## config.mk

```make
export PLATFORM = sky130hd
export DESIGN_NAME = square_wave_melody_sequencer_core_flat
export DESIGN_NICKNAME = d
export VERILOG_FILES = /design/src/rtl/core/swms_pkg.sv /design/src/rtl/core/swms_req_if.sv /design/src/rtl/core/swms_res_if.sv /design/src/rtl/core/square_wave_melody_sequencer_core.sv /design/src/rtl/core/swms_div.sv /design/src/flat_wrapper.sv
export SDC_FILE = /design/constraint.sdc
export NUM_CORES = 2
export LEC_CHECK = 0
export BUFFER_PORTS_ARGS = -buffer_cell sky130_fd_sc_hd__buf_2
export CAP_MARGIN = 20
export CORE_ASPECT_RATIO = 0.6
export CORE_MARGIN = 3
export CORE_UTILIZATION = 35
export CTS_CLUSTER_DIAMETER = 80
export DETAILED_ROUTE_END_ITERATION = 10
export SETUP_SLACK_MARGIN = 0.5
export SLEW_MARGIN = 40
export SYNTH_ARGS = -nofsm -noshare
export SYNTH_HDL_FRONTEND = slang
export SYNTH_HIERARCHICAL = 1
export SYNTH_SLANG_ARGS = --single-unit
```

## constraint.sdc

```tcl
create_clock -name clk -period 8.1 [get_ports clk]
set_clock_uncertainty 0.15 [all_clocks]
set_input_delay 0.405 -clock clk [delete_from_list [all_inputs] [get_ports clk]]
set_output_delay 0.405 -clock clk [all_outputs]
set_load 0.03 [all_outputs]
```

## src/rtl/core/swms_pkg.sv

```systemverilog
// ----------------------------------------------------------------------------
// swms_pkg
// Shared types, constants and the control store of the melody sequencer.
// ----------------------------------------------------------------------------
package swms_pkg;

  // note table
  localparam int NOTE_AW = 6;
  localparam int MAX_NOTES = 1 << NOTE_AW;

  // configuration register indexes
  localparam logic REG_MELODY_LENGTH = 1'b0;
  localparam logic REG_PAUSE_SCALE = 1'b1;

  localparam logic [6:0] MELODY_LENGTH_RESET = 7'd1;
  localparam logic [9:0] PAUSE_SCALE_RESET = 10'd333;

  // half period is 1000000 / freq / 2, taken as 500000 / freq
  localparam logic [31:0] HALF_DIVIDEND = 32'd500000;
  // x / 1000 as (x * ceil(2^38 / 1000)) >> 38, exact for any 32-bit x
  localparam logic [28:0] MS_RECIP = 29'd274877907;
  localparam logic [9:0] US_PER_MS = 10'd1000;

  // shared divider
  localparam int DIV_STEPS = 32;
  localparam int DIV_CW = 6;

  localparam int UPC_W = 5;

  typedef enum logic [2:0] {
    PH_SELECT = 3'd0,
    PH_NEXT = 3'd1,
    PH_HIGH = 3'd2,
    PH_LOW = 3'd3,
    PH_PAUSE = 3'd4
  } phase_t;

  typedef enum logic {
    SEQ_IDLE,
    SEQ_RUN
  } seq_state_t;

  typedef enum logic [3:0] {
    OP_NONE,
    OP_WRAP,
    OP_READ,
    OP_SEL_CHECK,
    OP_DIV_HALF,
    OP_HALF_STORE,
    OP_CYC_STORE,
    OP_NEXT,
    OP_COUNT,
    OP_HIGH_END,
    OP_LOW_END,
    OP_PMUL,
    OP_PSCALE,
    OP_PAUSE_END,
    OP_BAD
  } op_t;

  typedef enum logic [1:0] {
    C_STEP,
    C_DIV_BUSY,
    C_FREQ_ZERO
  } cond_t;

  typedef struct packed {
    op_t op;
    cond_t cond;
    logic [UPC_W-1:0] target;
    logic last;
  } ucode_t;

  typedef struct packed {
    logic start;
    logic [31:0] dividend;
    logic [15:0] divisor;
  } div_req_t;

  // program entry points
  localparam logic [UPC_W-1:0] A_SELECT = 5'd0;
  localparam logic [UPC_W-1:0] A_HALF_WAIT = 5'd4;
  localparam logic [UPC_W-1:0] A_DONE = 5'd7;
  localparam logic [UPC_W-1:0] A_NEXT = 5'd8;
  localparam logic [UPC_W-1:0] A_HIGH = 5'd9;
  localparam logic [UPC_W-1:0] A_LOW = 5'd11;
  localparam logic [UPC_W-1:0] A_PAUSE = 5'd13;
  localparam logic [UPC_W-1:0] A_BAD = 5'd18;

  function automatic ucode_t uword(op_t op, cond_t cond, logic [UPC_W-1:0] target,
                                   logic last);
    ucode_t w;
    w.op = op;
    w.cond = cond;
    w.target = target;
    w.last = last;
    return w;
  endfunction

  function automatic ucode_t ucode_rom(logic [UPC_W-1:0] upc);
    ucode_t w;
    case (upc)
      // select note
      5'd0: w = uword(OP_WRAP, C_STEP, A_SELECT, 1'b0);
      5'd1: w = uword(OP_READ, C_STEP, A_SELECT, 1'b0);
      5'd2: w = uword(OP_SEL_CHECK, C_FREQ_ZERO, A_DONE, 1'b0);
      5'd3: w = uword(OP_DIV_HALF, C_STEP, A_SELECT, 1'b0);
      5'd4: w = uword(OP_NONE, C_DIV_BUSY, A_HALF_WAIT, 1'b0);
      5'd5: w = uword(OP_HALF_STORE, C_STEP, A_SELECT, 1'b0);
      5'd6: w = uword(OP_CYC_STORE, C_STEP, A_SELECT, 1'b1);
      // rest note and write requests end here
      5'd7: w = uword(OP_NONE, C_STEP, A_SELECT, 1'b1);
      // next cycle
      5'd8: w = uword(OP_NEXT, C_STEP, A_SELECT, 1'b1);
      // high half
      5'd9: w = uword(OP_COUNT, C_STEP, A_SELECT, 1'b0);
      5'd10: w = uword(OP_HIGH_END, C_STEP, A_SELECT, 1'b1);
      // low half
      5'd11: w = uword(OP_COUNT, C_STEP, A_SELECT, 1'b0);
      5'd12: w = uword(OP_LOW_END, C_STEP, A_SELECT, 1'b1);
      // pause, length read live from the table
      5'd13: w = uword(OP_COUNT, C_STEP, A_SELECT, 1'b0);
      5'd14: w = uword(OP_READ, C_STEP, A_SELECT, 1'b0);
      5'd15: w = uword(OP_PMUL, C_STEP, A_SELECT, 1'b0);
      5'd16: w = uword(OP_PSCALE, C_STEP, A_SELECT, 1'b0);
      5'd17: w = uword(OP_PAUSE_END, C_STEP, A_SELECT, 1'b1);
      5'd18: w = uword(OP_BAD, C_STEP, A_SELECT, 1'b1);
      default: w = uword(OP_BAD, C_STEP, A_SELECT, 1'b1);
    endcase
    return w;
  endfunction

  function automatic logic [UPC_W-1:0] start_addr(phase_t ph);
    logic [UPC_W-1:0] a;
    case (ph)
      PH_SELECT: a = A_SELECT;
      PH_NEXT: a = A_NEXT;
      PH_HIGH: a = A_HIGH;
      PH_LOW: a = A_LOW;
      PH_PAUSE: a = A_PAUSE;
      default: a = A_BAD;
    endcase
    return a;
  endfunction

endpackage

```

## src/rtl/core/swms_req_if.sv

```systemverilog
// ----------------------------------------------------------------------------
// swms_req_if
// Request channel: microsecond ticks and note table writes.
// ----------------------------------------------------------------------------
interface swms_req_if;
  logic valid;
  logic ready;
  logic cmd;
  logic [5:0] entry_index;
  logic [15:0] entry_freq;
  logic [15:0] entry_length;

  modport source (output valid, output cmd, output entry_index, output entry_freq,
                  output entry_length, input ready);
  modport sink (input valid, input cmd, input entry_index, input entry_freq,
                input entry_length, output ready);
endinterface

```

## src/rtl/core/swms_res_if.sv

```systemverilog
// ----------------------------------------------------------------------------
// swms_res_if
// Result channel: pin level, note index and phase after each request.
// ----------------------------------------------------------------------------
interface swms_res_if;
  logic valid;
  logic ready;
  logic pin_level;
  logic [5:0] playing_note;
  logic [2:0] phase;

  modport source (output valid, output pin_level, output playing_note, output phase,
                  input ready);
  modport sink (input valid, input pin_level, input playing_note, input phase,
                output ready);
endinterface

```

## src/rtl/core/square_wave_melody_sequencer_core.sv

```systemverilog
// ----------------------------------------------------------------------------
// square_wave_melody_sequencer_core
// Buzzer melody player stepped by one-microsecond tick requests.
// ----------------------------------------------------------------------------
// Each request gives one result and holds the input from its accept cycle
// until its program has ended, a span that depends on the request and the
// phase: a table write runs only the final step; a tick runs a short
// microprogram, where selecting a sounding note waits on one 32-step pass
// through the bit-serial divider for the half period (the cycle count divides
// by 1000 with a reciprocal multiply) and selecting a rest ends after its
// check. A stalled result side adds its stall to the last step.
// The next request is taken once the program has ended, even while the last
// result still waits in the output register. The note table has no reset: a
// note must be written before it is played.
module square_wave_melody_sequencer_core (
  input  logic clk,
  input  logic rst,
  swms_req_if.sink request,
  swms_res_if.source result,
  input  logic cfg_write,
  input  logic cfg_index,
  input  logic [9:0] cfg_data
);

  // configuration
  logic [6:0] melody_length;
  logic [9:0] pause_scale;

  // sequencer
  swms_pkg::seq_state_t state, state_next;
  logic [swms_pkg::UPC_W-1:0] upc, upc_next;
  swms_pkg::ucode_t uw;
  logic accept;
  logic out_free;
  logic exec;
  logic jump;

  // datapath
  logic [31:0] note_mem [swms_pkg::MAX_NOTES];
  logic [31:0] rdata;
  logic mem_read;
  logic [swms_pkg::NOTE_AW-1:0] pointer, pointer_next;
  logic [31:0] cycles_done, cycles_done_next;
  logic [31:0] cycles_target, cycles_target_next;
  logic [18:0] half_period, half_period_next;
  logic [31:0] elapsed, elapsed_next;
  swms_pkg::phase_t phase, phase_next;
  logic level, level_next;
  logic [25:0] pause_prod;
  logic [27:0] pause_us;
  logic [31:0] cyc_prod;
  logic [60:0] cyc_scaled;
  logic [15:0] freq;
  logic [15:0] len;

  swms_pkg::div_req_t div_req;
  logic div_busy;
  logic [31:0] div_quo;

  swms_div u_div (
    .clk(clk),
    .rst(rst),
    .req(div_req),
    .busy(div_busy),
    .quotient(div_quo)
  );

  assign freq = rdata[31:16];
  assign len = rdata[15:0];
  assign uw = swms_pkg::ucode_rom(upc);
  assign accept = request.valid && request.ready;
  assign out_free = !result.valid || result.ready;
  // a final step waits until the output register can take its result
  assign exec = (state == swms_pkg::SEQ_RUN) && (!uw.last || out_free);

  always_ff @(posedge clk) begin
    if (rst) begin
      melody_length <= swms_pkg::MELODY_LENGTH_RESET;
      pause_scale <= swms_pkg::PAUSE_SCALE_RESET;
    end else if (cfg_write) begin
      case (cfg_index)
        swms_pkg::REG_MELODY_LENGTH: melody_length <= cfg_data[6:0];
        swms_pkg::REG_PAUSE_SCALE: pause_scale <= cfg_data;
        default: ;
      endcase
    end
  end

  // sequencer next state
  always_comb begin
    state_next = state;
    case (state)
      swms_pkg::SEQ_IDLE: begin
        if (accept) state_next = swms_pkg::SEQ_RUN;
      end
      swms_pkg::SEQ_RUN: begin
        if (exec && uw.last) state_next = swms_pkg::SEQ_IDLE;
      end
      default: state_next = swms_pkg::SEQ_IDLE;
    endcase
  end

  // sequencer outputs
  always_comb begin
    request.ready = 1'b0;
    case (state)
      swms_pkg::SEQ_IDLE: request.ready = 1'b1;
      swms_pkg::SEQ_RUN: request.ready = 1'b0;
      default: request.ready = 1'b0;
    endcase
  end

  always_comb begin
    case (uw.cond)
      swms_pkg::C_STEP: jump = 1'b0;
      swms_pkg::C_DIV_BUSY: jump = div_busy;
      swms_pkg::C_FREQ_ZERO: jump = (freq == '0);
      default: jump = 1'b0;
    endcase
  end

  always_comb begin
    upc_next = upc;
    if (accept) begin
      upc_next = request.cmd ? swms_pkg::A_DONE : swms_pkg::start_addr(phase);
    end else if (exec && !uw.last) begin
      upc_next = jump ? uw.target : upc + 1'b1;
    end
  end

  always_ff @(posedge clk) begin
    if (rst) begin
      state <= swms_pkg::SEQ_IDLE;
      upc <= swms_pkg::A_SELECT;
    end else begin
      state <= state_next;
      upc <= upc_next;
    end
  end

  // note table
  assign mem_read = exec && (uw.op == swms_pkg::OP_READ);

  always_ff @(posedge clk) begin
    if (accept && request.cmd) begin
      note_mem[request.entry_index] <= {request.entry_freq, request.entry_length};
    end
    if (mem_read) begin
      rdata <= note_mem[pointer];
    end
  end

  // cycle count: freq * len / 1000 by reciprocal multiply
  assign cyc_scaled = cyc_prod * swms_pkg::MS_RECIP;

  // datapath operations
  always_comb begin
    pointer_next = pointer;
    cycles_done_next = cycles_done;
    cycles_target_next = cycles_target;
    half_period_next = half_period;
    elapsed_next = elapsed;
    phase_next = phase;
    level_next = level;
    div_req.start = 1'b0;
    div_req.dividend = swms_pkg::HALF_DIVIDEND;
    div_req.divisor = freq;
    if (exec) begin
      case (uw.op)
        swms_pkg::OP_WRAP: begin
          if ({1'b0, pointer} >= melody_length) pointer_next = '0;
        end
        swms_pkg::OP_SEL_CHECK: begin
          elapsed_next = '0;
          if (freq == '0) phase_next = swms_pkg::PH_PAUSE;
        end
        swms_pkg::OP_DIV_HALF: begin
          div_req.start = 1'b1;
        end
        swms_pkg::OP_HALF_STORE: begin
          half_period_next = div_quo[18:0];
        end
        swms_pkg::OP_CYC_STORE: begin
          cycles_target_next = {9'd0, cyc_scaled[60:38]};
          cycles_done_next = '0;
          phase_next = swms_pkg::PH_NEXT;
        end
        swms_pkg::OP_NEXT: begin
          elapsed_next = '0;
          if (cycles_done < cycles_target) begin
            level_next = 1'b1;
            phase_next = swms_pkg::PH_HIGH;
          end else begin
            level_next = 1'b0;
            phase_next = swms_pkg::PH_PAUSE;
          end
        end
        swms_pkg::OP_COUNT: begin
          if (elapsed != '1) elapsed_next = elapsed + 1'b1;
        end
        swms_pkg::OP_HIGH_END: begin
          if (elapsed >= {13'd0, half_period}) begin
            level_next = 1'b0;
            elapsed_next = '0;
            phase_next = swms_pkg::PH_LOW;
          end
        end
        swms_pkg::OP_LOW_END: begin
          if (elapsed >= {13'd0, half_period}) begin
            cycles_done_next = cycles_done + 1'b1;
            phase_next = swms_pkg::PH_NEXT;
          end
        end
        swms_pkg::OP_PAUSE_END: begin
          if (elapsed >= {4'd0, pause_us}) begin
            // table depth is a power of two, so the pointer wraps by itself
            pointer_next = pointer + 1'b1;
            phase_next = swms_pkg::PH_SELECT;
          end
        end
        swms_pkg::OP_BAD: begin
          phase_next = swms_pkg::PH_SELECT;
        end
        default: ;
      endcase
    end
  end

  always_ff @(posedge clk) begin
    if (rst) begin
      pointer <= '0;
      cycles_done <= '0;
      cycles_target <= '0;
      half_period <= '0;
      elapsed <= '0;
      phase <= swms_pkg::PH_SELECT;
      level <= 1'b0;
    end else begin
      pointer <= pointer_next;
      cycles_done <= cycles_done_next;
      cycles_target <= cycles_target_next;
      half_period <= half_period_next;
      elapsed <= elapsed_next;
      phase <= phase_next;
      level <= level_next;
    end
  end

  // freq * len, taken while the divider starts
  always_ff @(posedge clk) begin
    if (exec && (uw.op == swms_pkg::OP_DIV_HALF)) begin
      cyc_prod <= freq * len;
    end
  end

  // pause length: (len * factor) >> 8, then ms to us
  always_ff @(posedge clk) begin
    if (exec && (uw.op == swms_pkg::OP_PMUL)) begin
      pause_prod <= len * pause_scale;
    end
    if (exec && (uw.op == swms_pkg::OP_PSCALE)) begin
      pause_us <= pause_prod[25:8] * swms_pkg::US_PER_MS;
    end
  end

  // output register, loaded with the state after the request
  always_ff @(posedge clk) begin
    if (rst) begin
      result.valid <= 1'b0;
    end else if (exec && uw.last) begin
      result.valid <= 1'b1;
    end else if (result.ready) begin
      result.valid <= 1'b0;
    end
  end

  always_ff @(posedge clk) begin
    if (exec && uw.last) begin
      result.pin_level <= level_next;
      result.playing_note <= pointer_next;
      result.phase <= phase_next;
    end
  end

endmodule

```

## src/rtl/core/swms_div.sv

```systemverilog
// ----------------------------------------------------------------------------
// swms_div
// Restoring divider, 32-bit dividend by 16-bit divisor, one bit per cycle.
// ----------------------------------------------------------------------------
module swms_div (
  input  logic clk,
  input  logic rst,
  input  swms_pkg::div_req_t req,
  output logic busy,
  output logic [31:0] quotient
);

  logic [swms_pkg::DIV_CW-1:0] count;
  logic [15:0] divisor;
  logic [15:0] rem;
  logic [16:0] trial;
  logic [16:0] diff;

  assign busy = (count != '0);
  assign trial = {rem, quotient[31]};
  assign diff = trial - {1'b0, divisor};

  always_ff @(posedge clk) begin
    if (rst) begin
      count <= '0;
    end else if (req.start) begin
      count <= swms_pkg::DIV_CW'(swms_pkg::DIV_STEPS);
    end else if (busy) begin
      count <= count - 1'b1;
    end
  end

  always_ff @(posedge clk) begin
    if (req.start) begin
      divisor <= req.divisor;
      quotient <= req.dividend;
      rem <= '0;
    end else if (busy) begin
      // trial fits below twice the divisor, so one subtract decides the bit
      if (trial >= {1'b0, divisor}) begin
        rem <= diff[15:0];
        quotient <= {quotient[30:0], 1'b1};
      end else begin
        rem <= trial[15:0];
        quotient <= {quotient[30:0], 1'b0};
      end
    end
  end

endmodule

```

## src/flat_wrapper.sv

```systemverilog
// flat-port wrapper written by rule: the top's interface ports become plain ports
module square_wave_melody_sequencer_core_flat 
  (clk, rst, cfg_write, cfg_index, cfg_data, request_valid, request_cmd, request_entry_index, request_entry_freq, request_entry_length, request_ready, result_valid, result_pin_level, result_playing_note, result_phase, result_ready);
  swms_req_if request_i ();
  swms_res_if result_i ();
  input  logic clk;
  input  logic rst;
  input  logic cfg_write;
  input  logic cfg_index;
  input  logic [9:0] cfg_data;
  input wire logic [$bits(request_i.valid)-1:0] request_valid;
  input wire logic [$bits(request_i.cmd)-1:0] request_cmd;
  input wire logic [$bits(request_i.entry_index)-1:0] request_entry_index;
  input wire logic [$bits(request_i.entry_freq)-1:0] request_entry_freq;
  input wire logic [$bits(request_i.entry_length)-1:0] request_entry_length;
  output wire logic [$bits(request_i.ready)-1:0] request_ready;
  output wire logic [$bits(result_i.valid)-1:0] result_valid;
  output wire logic [$bits(result_i.pin_level)-1:0] result_pin_level;
  output wire logic [$bits(result_i.playing_note)-1:0] result_playing_note;
  output wire logic [$bits(result_i.phase)-1:0] result_phase;
  input wire logic [$bits(result_i.ready)-1:0] result_ready;
  assign request_i.valid = request_valid;
  assign request_i.cmd = request_cmd;
  assign request_i.entry_index = request_entry_index;
  assign request_i.entry_freq = request_entry_freq;
  assign request_i.entry_length = request_entry_length;
  assign request_ready = request_i.ready;
  assign result_valid = result_i.valid;
  assign result_pin_level = result_i.pin_level;
  assign result_playing_note = result_i.playing_note;
  assign result_phase = result_i.phase;
  assign result_i.ready = result_ready;
  square_wave_melody_sequencer_core u_core (.clk(clk), .rst(rst), .request(request_i), .result(result_i), .cfg_write(cfg_write), .cfg_index(cfg_index), .cfg_data(cfg_data));
endmodule
```

==> Yosys cells after proc, flatten, opt, wreduce, memory -nomap -nowiden <==
Memories as Yosys holds them, arrays and structs flattened. A register that Yosys moved wholly into a read port is not among the register bits.
Index checks and enable logic that the tools add are counted.
Widths: inputs -> output; s select.
{ "totals": {"mem_count": 2, "inputBits": 55, "wordCells": 137, "out_inout_bits": 12, "register_bits": 303, "mem_bits_rw": 2048, "rom_bits": 320} }
{ "classes": {"add_sub_neg": 6, "magnitude_cmp": 5, "n_eq_ne": 24, "multipliers": 4, "n_reduce_logical": 29, "bitwise_logic": 2, "muxes": 42} }
{ "mem_list": {"columns": ["memory", "depth", "width", "rd", "rd_ports_with_merged_regs", "wr", "line", "source"], "rows": [
  ["u_core.note_mem", 64, 32, 1, 1, 1, "square_wave_melody_sequencer_core.sv:39", "logic [31:0] note_mem [swms_pkg::MAX_NOTES];"],
  ["(no name shown)", 32, 10, 1, 1, 0, "swms_pkg.sv:102", "case (upc)"]
]} }
{ "ops": {"columns": ["op", "n"], "rows": [
  ["$mux 32", 3],
  ["$pmux 32 s3", 1],
  ["$add 32x1->32 const B", 2],
  ["$pmux 32 s2", 1],
  ["$mul 32x29->61 const B", 1],
  ["$ge 32x19->1", 1],
  ["$ge 32x28->1", 1],
  ["$lt 32x23->1", 1],
  ["$mul 16x16->32", 1],
  ["$ne 32x32->1 const B", 1],
  ["$mux 5", 6],
  ["$mux 6", 5],
  ["$eq 4x4->1 const B", 7],
  ["$mul 16x10->26", 1],
  ["$mul 18x7->25 const B", 1],
  ["$pmux 5 s5", 1],
  ["$pmux 3 s7", 1],
  ["$mux 3", 6],
  ["$ge 17x16->1", 1],
  ["$eq 4x3->1 const B", 4],
  ["$logic_not 16->1", 1],
  ["$mux 16", 1],
  ["$sub 16x16->16", 1],
  ["$mux 1", 12],
  ["26 further kinds", 51]
]} }

==> Longest topological paths before layout <==
{ "logic_depth": {"depth_word": 9, "mapped_depth": 26, "ltp_nobuf": 25} }

==> Modules after synthesis <==
Netlist, hierarchy kept.
{ "by_module_without_submodules": {"columns": ["mod", "seq_area_each_um2", "area_each_um2", "cells_per_inst", "instances"], "rows": [
  ["square_wave_melody_sequencer_core", 67975.2, 121262.6, 8380, 1],
  ["swms_div", 1881.8, 3668.5, 335, 1]
]} }

==> Worst setup path after synthesis <==
No wires, ideal clock.
{ "synth_timing": {"kind": "flip-flop to flip-flop", "start": "reg u_core.cyc_prod[20]", "end": "reg u_core.cycles_target[22]", "required_ns": 7.864, "synth_period_minus_slack_ns": 6.795, "path_slack_ns": 1.305, "setup_time_ns": 0.086, "stages_incl_launch_ff": 26, "arrival_ns": 6.559, "path_buffers": 0, "path_cell_list": "edfxtp_1 > ha_1 > fa_1 > fa_1 > inv_1 > fa_1 > inv_1 > fa_1 > inv_1 > fa_1 > inv_1 > fa_1 > inv_1 > fa_1 > inv_1 > ha_1 > nand3_1 > nor4_1 > o21ai_0 > nor2_1 > o21ai_0 > nand4b_1 > a31oi_1 > o41ai_1 > a211oi_1 > a211oi_1"} }
{ "synth_between": {"elab_chain_len": 1} }
{ "synth_rtl": {"columns": ["item", "line", "source"], "rows": [
  ["start, declared", "square_wave_melody_sequencer_core.sv:51", "logic [31:0] cyc_prod;"],
  ["start signal, assigned", "square_wave_melody_sequencer_core.sv:252", "cyc_prod <= freq * len;"],
  ["$mul 32x29->61", "square_wave_melody_sequencer_core.sv:154", "assign cyc_scaled = cyc_prod * swms_pkg::MS_RECIP;"],
  ["end signal, assigned", "square_wave_melody_sequencer_core.sv:241", "cycles_target <= cycles_target_next;"],
  ["end, declared", "square_wave_melody_sequencer_core.sv:44", "logic [31:0] cycles_target, cycles_target_next;"]
]} }
No other way between the ends.
A chain may end at the register's enable or synchronous reset.

==> Worst setup path after layout <==
{ "layout_timing": {"start": "reg u_core.cyc_prod[26]", "end": "reg u_core.cycles_target[20]"} }
The elaborated chain is that of the path after synthesis.

==> results.sh <==
export IMPL_gp_congestion=0.8729
export IMPL_dp_hpwl_um=220200
export IMPL_netlist_area_mm2=0.1249
export IMPL_hold_start="request_entry_index[3]"
export IMPL_r2r_start="u_core/cyc_prod[26]"
export IMPL_startpoint="u_core/cyc_prod[26]"
export IMPL_hold_violations=0
export IMPL_grtUsageTotal=0.1861
export IMPL_cp_required_ns=8.69
export IMPL_fmax_ghz=0.1362
export IMPL_max_slew_margin_rel=0.3567
export IMPL_final_common_cell="edfxtp_1"
export IMPL_ctsHtreeMaxLevel=4
export IMPL_via_count=74200
export IMPL_grt_pass1_vias=74780
export IMPL_via_per_inst=5.346
export IMPL_nNetsFinal=10410
export IMPL_rows=169
export IMPL_pin_count=67
export IMPL_finalCritPeriodShare=0.9061
export IMPL_p_leak_nw=50.45
export IMPL_cellPowerDensity_mw_per_mm2=362.7
export IMPL_pre_cts_ws_ns=0.4996
export IMPL_start_util=0.3525
export IMPL_ant_nets=0
export IMPL_dpl_instance_area_mm2=0.1323
export IMPL_setup_viol=0
export IMPL_power_w=0.05102
export IMPL_drt_first_pass_iters=6
export IMPL_grt_max_degree=101
export IMPL_synth_distinct_cells=93
export IMPL_worstPathArrival_ns=7.93
export IMPL_drive_above_1_share=0.1285
export IMPL_ys_async_sr_fraction=0
export IMPL_synth_flop_cell="edfxtp_1"
export IMPL_timing_final_max_slew_violations=0
export IMPL_hp_class="input port to flip-flop"
export IMPL_avgRoutedWirePerCell_um=24.69
export IMPL_fin_crit_ns=7.340
export IMPL_postSynthAreaPerCell_um2=14.34
export IMPL_fin_tns_setup_ns=0
export IMPL_cp_common_cell="fa_1"
export IMPL_final_cell_mix="edfxtp_1 (2,213), inv_1 (1,063), ha_1 (707)"
export IMPL_max_vdd_ir_drop_uv=960.2
export IMPL_tightest_slew_ns=0.9649
export IMPL_cts_sinks=2383
export IMPL_crit_fanout=6
export IMPL_core_area_mm2=0.3544
export IMPL_stdcell_area_mm2=0.1407
export IMPL_cts_inserted_buffers=236
export IMPL_slowest_stage="fa_1"
export IMPL_antenna_found_initial=21
export IMPL_die_h_um=468.8
export IMPL_netlist_instances=8715
export IMPL_grt_overflow=0
export IMPL_synth_edf_count=2213
export IMPL_worst_slack_ns=0.7602
export IMPL_end_kind="flip-flop"
export IMPL_ys_ff_latch=2383
export IMPL_cp_slowest_stage_delay_ns=0.55
export IMPL_cp_cell_sequence="buf_4 -> buf_4 -> ha_1 -> fa_1 -> ha_1 -> inv_1 -> fa_1 -> inv_1 -> fa_1 -> fa_1 -> fa_1 -> ha_1 -> ha_1 -> a21oi_1 -> o211ai_1 -> a21oi_1 -> nand3_1 -> a211oi_4 -> nor3_4 -> o21a_1 -> a2111oi_2 -> xnor2_1 -> a22o_1"
export IMPL_clockRootBuffer="clkbuf_16"
export IMPL_drv_cap=0
export IMPL_dieArea_mm2=0.3644
export IMPL_wirelength_um=342700
export IMPL_area_growth_pct=12.59
export IMPL_critPathLaunchType="flip-flop"
export IMPL_clk_latency_ns=0.94
export IMPL_grt_pass1_wl_um=507100
export IMPL_fp_dieW_um=777.3
export IMPL_critPathKind="flip-flop to flip-flop"
export IMPL_clkTransAtPathRegs_ns=0.07
export IMPL_rsz0062_at_grt="false"
export IMPL_ys_warnings_count=6
export IMPL_seq_area_frac_synth=0.5592
export IMPL_drt_iter0_drc=7697
export IMPL_portBuffers=66
export IMPL_status="finished clean"
export IMPL_cts_tree="yes"
export IMPL_drc=0
export IMPL_cts_buffer_depth=4
critical path: cells and delay by family, from the launching register on:
family	cells	cell delay, ns
adders and majority gates	9	3.62
xor gates and xnor gates	1	0.12
buffers and inverters	4	0.46
DFF	1	0.53
AOI/OAI and AO/OA	7	2.09
and+or+nand+nor	2	0.27
path summary, 6_finish.rpt:
path                              end  slack (ns)  depth (start not counted)
max          u_core/cycles_target[20]        0.76                         23
max reg2reg  u_core/cycles_target[20]        0.76                         23
min           u_core/note_mem[44][26]        0.07                          3
min reg2reg    u_core/half_period[15]        0.31                          2
power breakdown:
part / switching, W / leakage [nW] / internal (W)
clock: 0.00472 / 3.67 / 0.00611
sequential: 0.000222 / 21.3 / 0.0140
combinational: 0.0158 / 25.5 / 0.0101
routing by layer:
layer | track usage | up-vias | routed length (um)
met5 | 0 | - | 32
met4 | 0.04324 | 6 | 8341
met3 | 0.03787 | 427 | 30640
met2 | 0.2670 | 2928 | 142600
met1 | 0.2878 | 38570 | 161100
li1 | - | 32270 | -
cells in the mapped netlist (all sizes together), types with 31 or more instances:
library cell	count	share of area
a21o	57	0.0034
and2	186	0.0093
edfxtp	2213	0.53
clkbuf	236	0.0071
o221ai	188	0.013
xor2	62	0.0043
mux4	291	0.052
inv	1065	0.032
o22ai	86	0.0043
nand3	71	0.0028
mux2i	391	0.031
nand2b	39	0.0020
nor3	49	0.0020
ha	708	0.071
nor2	272	0.0082
fa	664	0.11
a21oi	318	0.013
buf	116	0.0045
nand2	648	0.019
xnor2	86	0.0060
a211oi	87	0.0054
a221oi	31	0.0022
nor2b	38	0.0019
dfxtp	170	0.027
o21ai	187	0.0075
nand4	41	0.0021
mux2	120	0.011
registers in the layout, summed over array words and instances, names as in the netlist, 18 cells and up:
register,flops
u_core/pause_us,25
u_core/u_div/quotient,32
u_core/cyc_prod,32
u_core/cycles_done,32
u_core/pause_prod,18
u_core/note_mem,2048
u_core/half_period,19
u_core/cycles_target,23
u_core/elapsed,32
u_core/rdata,32
metrics by stage:
step | utilization | hold slack, ns | instances
CTS | 0.3961 | 0.02264 | 13850
finish | 0.3969 | 0.06693 | 13880
global placement | 0.3725 | 0.2948 | 13360
floorplan | - | 0.2744 | 8745
detailed placement | 0.3734 | 0.3000 | 13370
global route | 0.3969 | 0.08559 | 13870
layout make-up:
class,instances,area (um2)
diodes,8,20.02
clock buffers,287,6202
clock inverters,138,1310
fillers,32580,213700
inverters,1065,3998
multi-input cells,4945,50450
flip-flops and latches,2383,69880
well taps,4702,5883
repair buffers,351,2920
logic make-up after synthesis:
logic type / Yosys count / share of synthesized area
buffers and inverters: 1417 / 0.04356
flip-flops: 2383 / 0.5592
AND/OR/NAND/NOR: 1466 / 0.05479
multiplexers: 802 / 0.09460
XOR/XNOR: 148 / 0.01038
other: 2 / 0.00006011
AO/OA/AOI/OAI: 1124 / 0.06006
adder cells (fa/ha/maj): 1373 / 0.1774
timing repair:
action | 4_1_cts | 5_1_grt
buffers inserted | 8 | 10
endpoints found under the setup margin | 3 | 18
endpoints found under the hold margin | 1844 | 64
pin swaps | 0 | 4
hold buffers | 47 | 1
resized for setup | 1 | 15
Power figures use the tool's default switching activity.
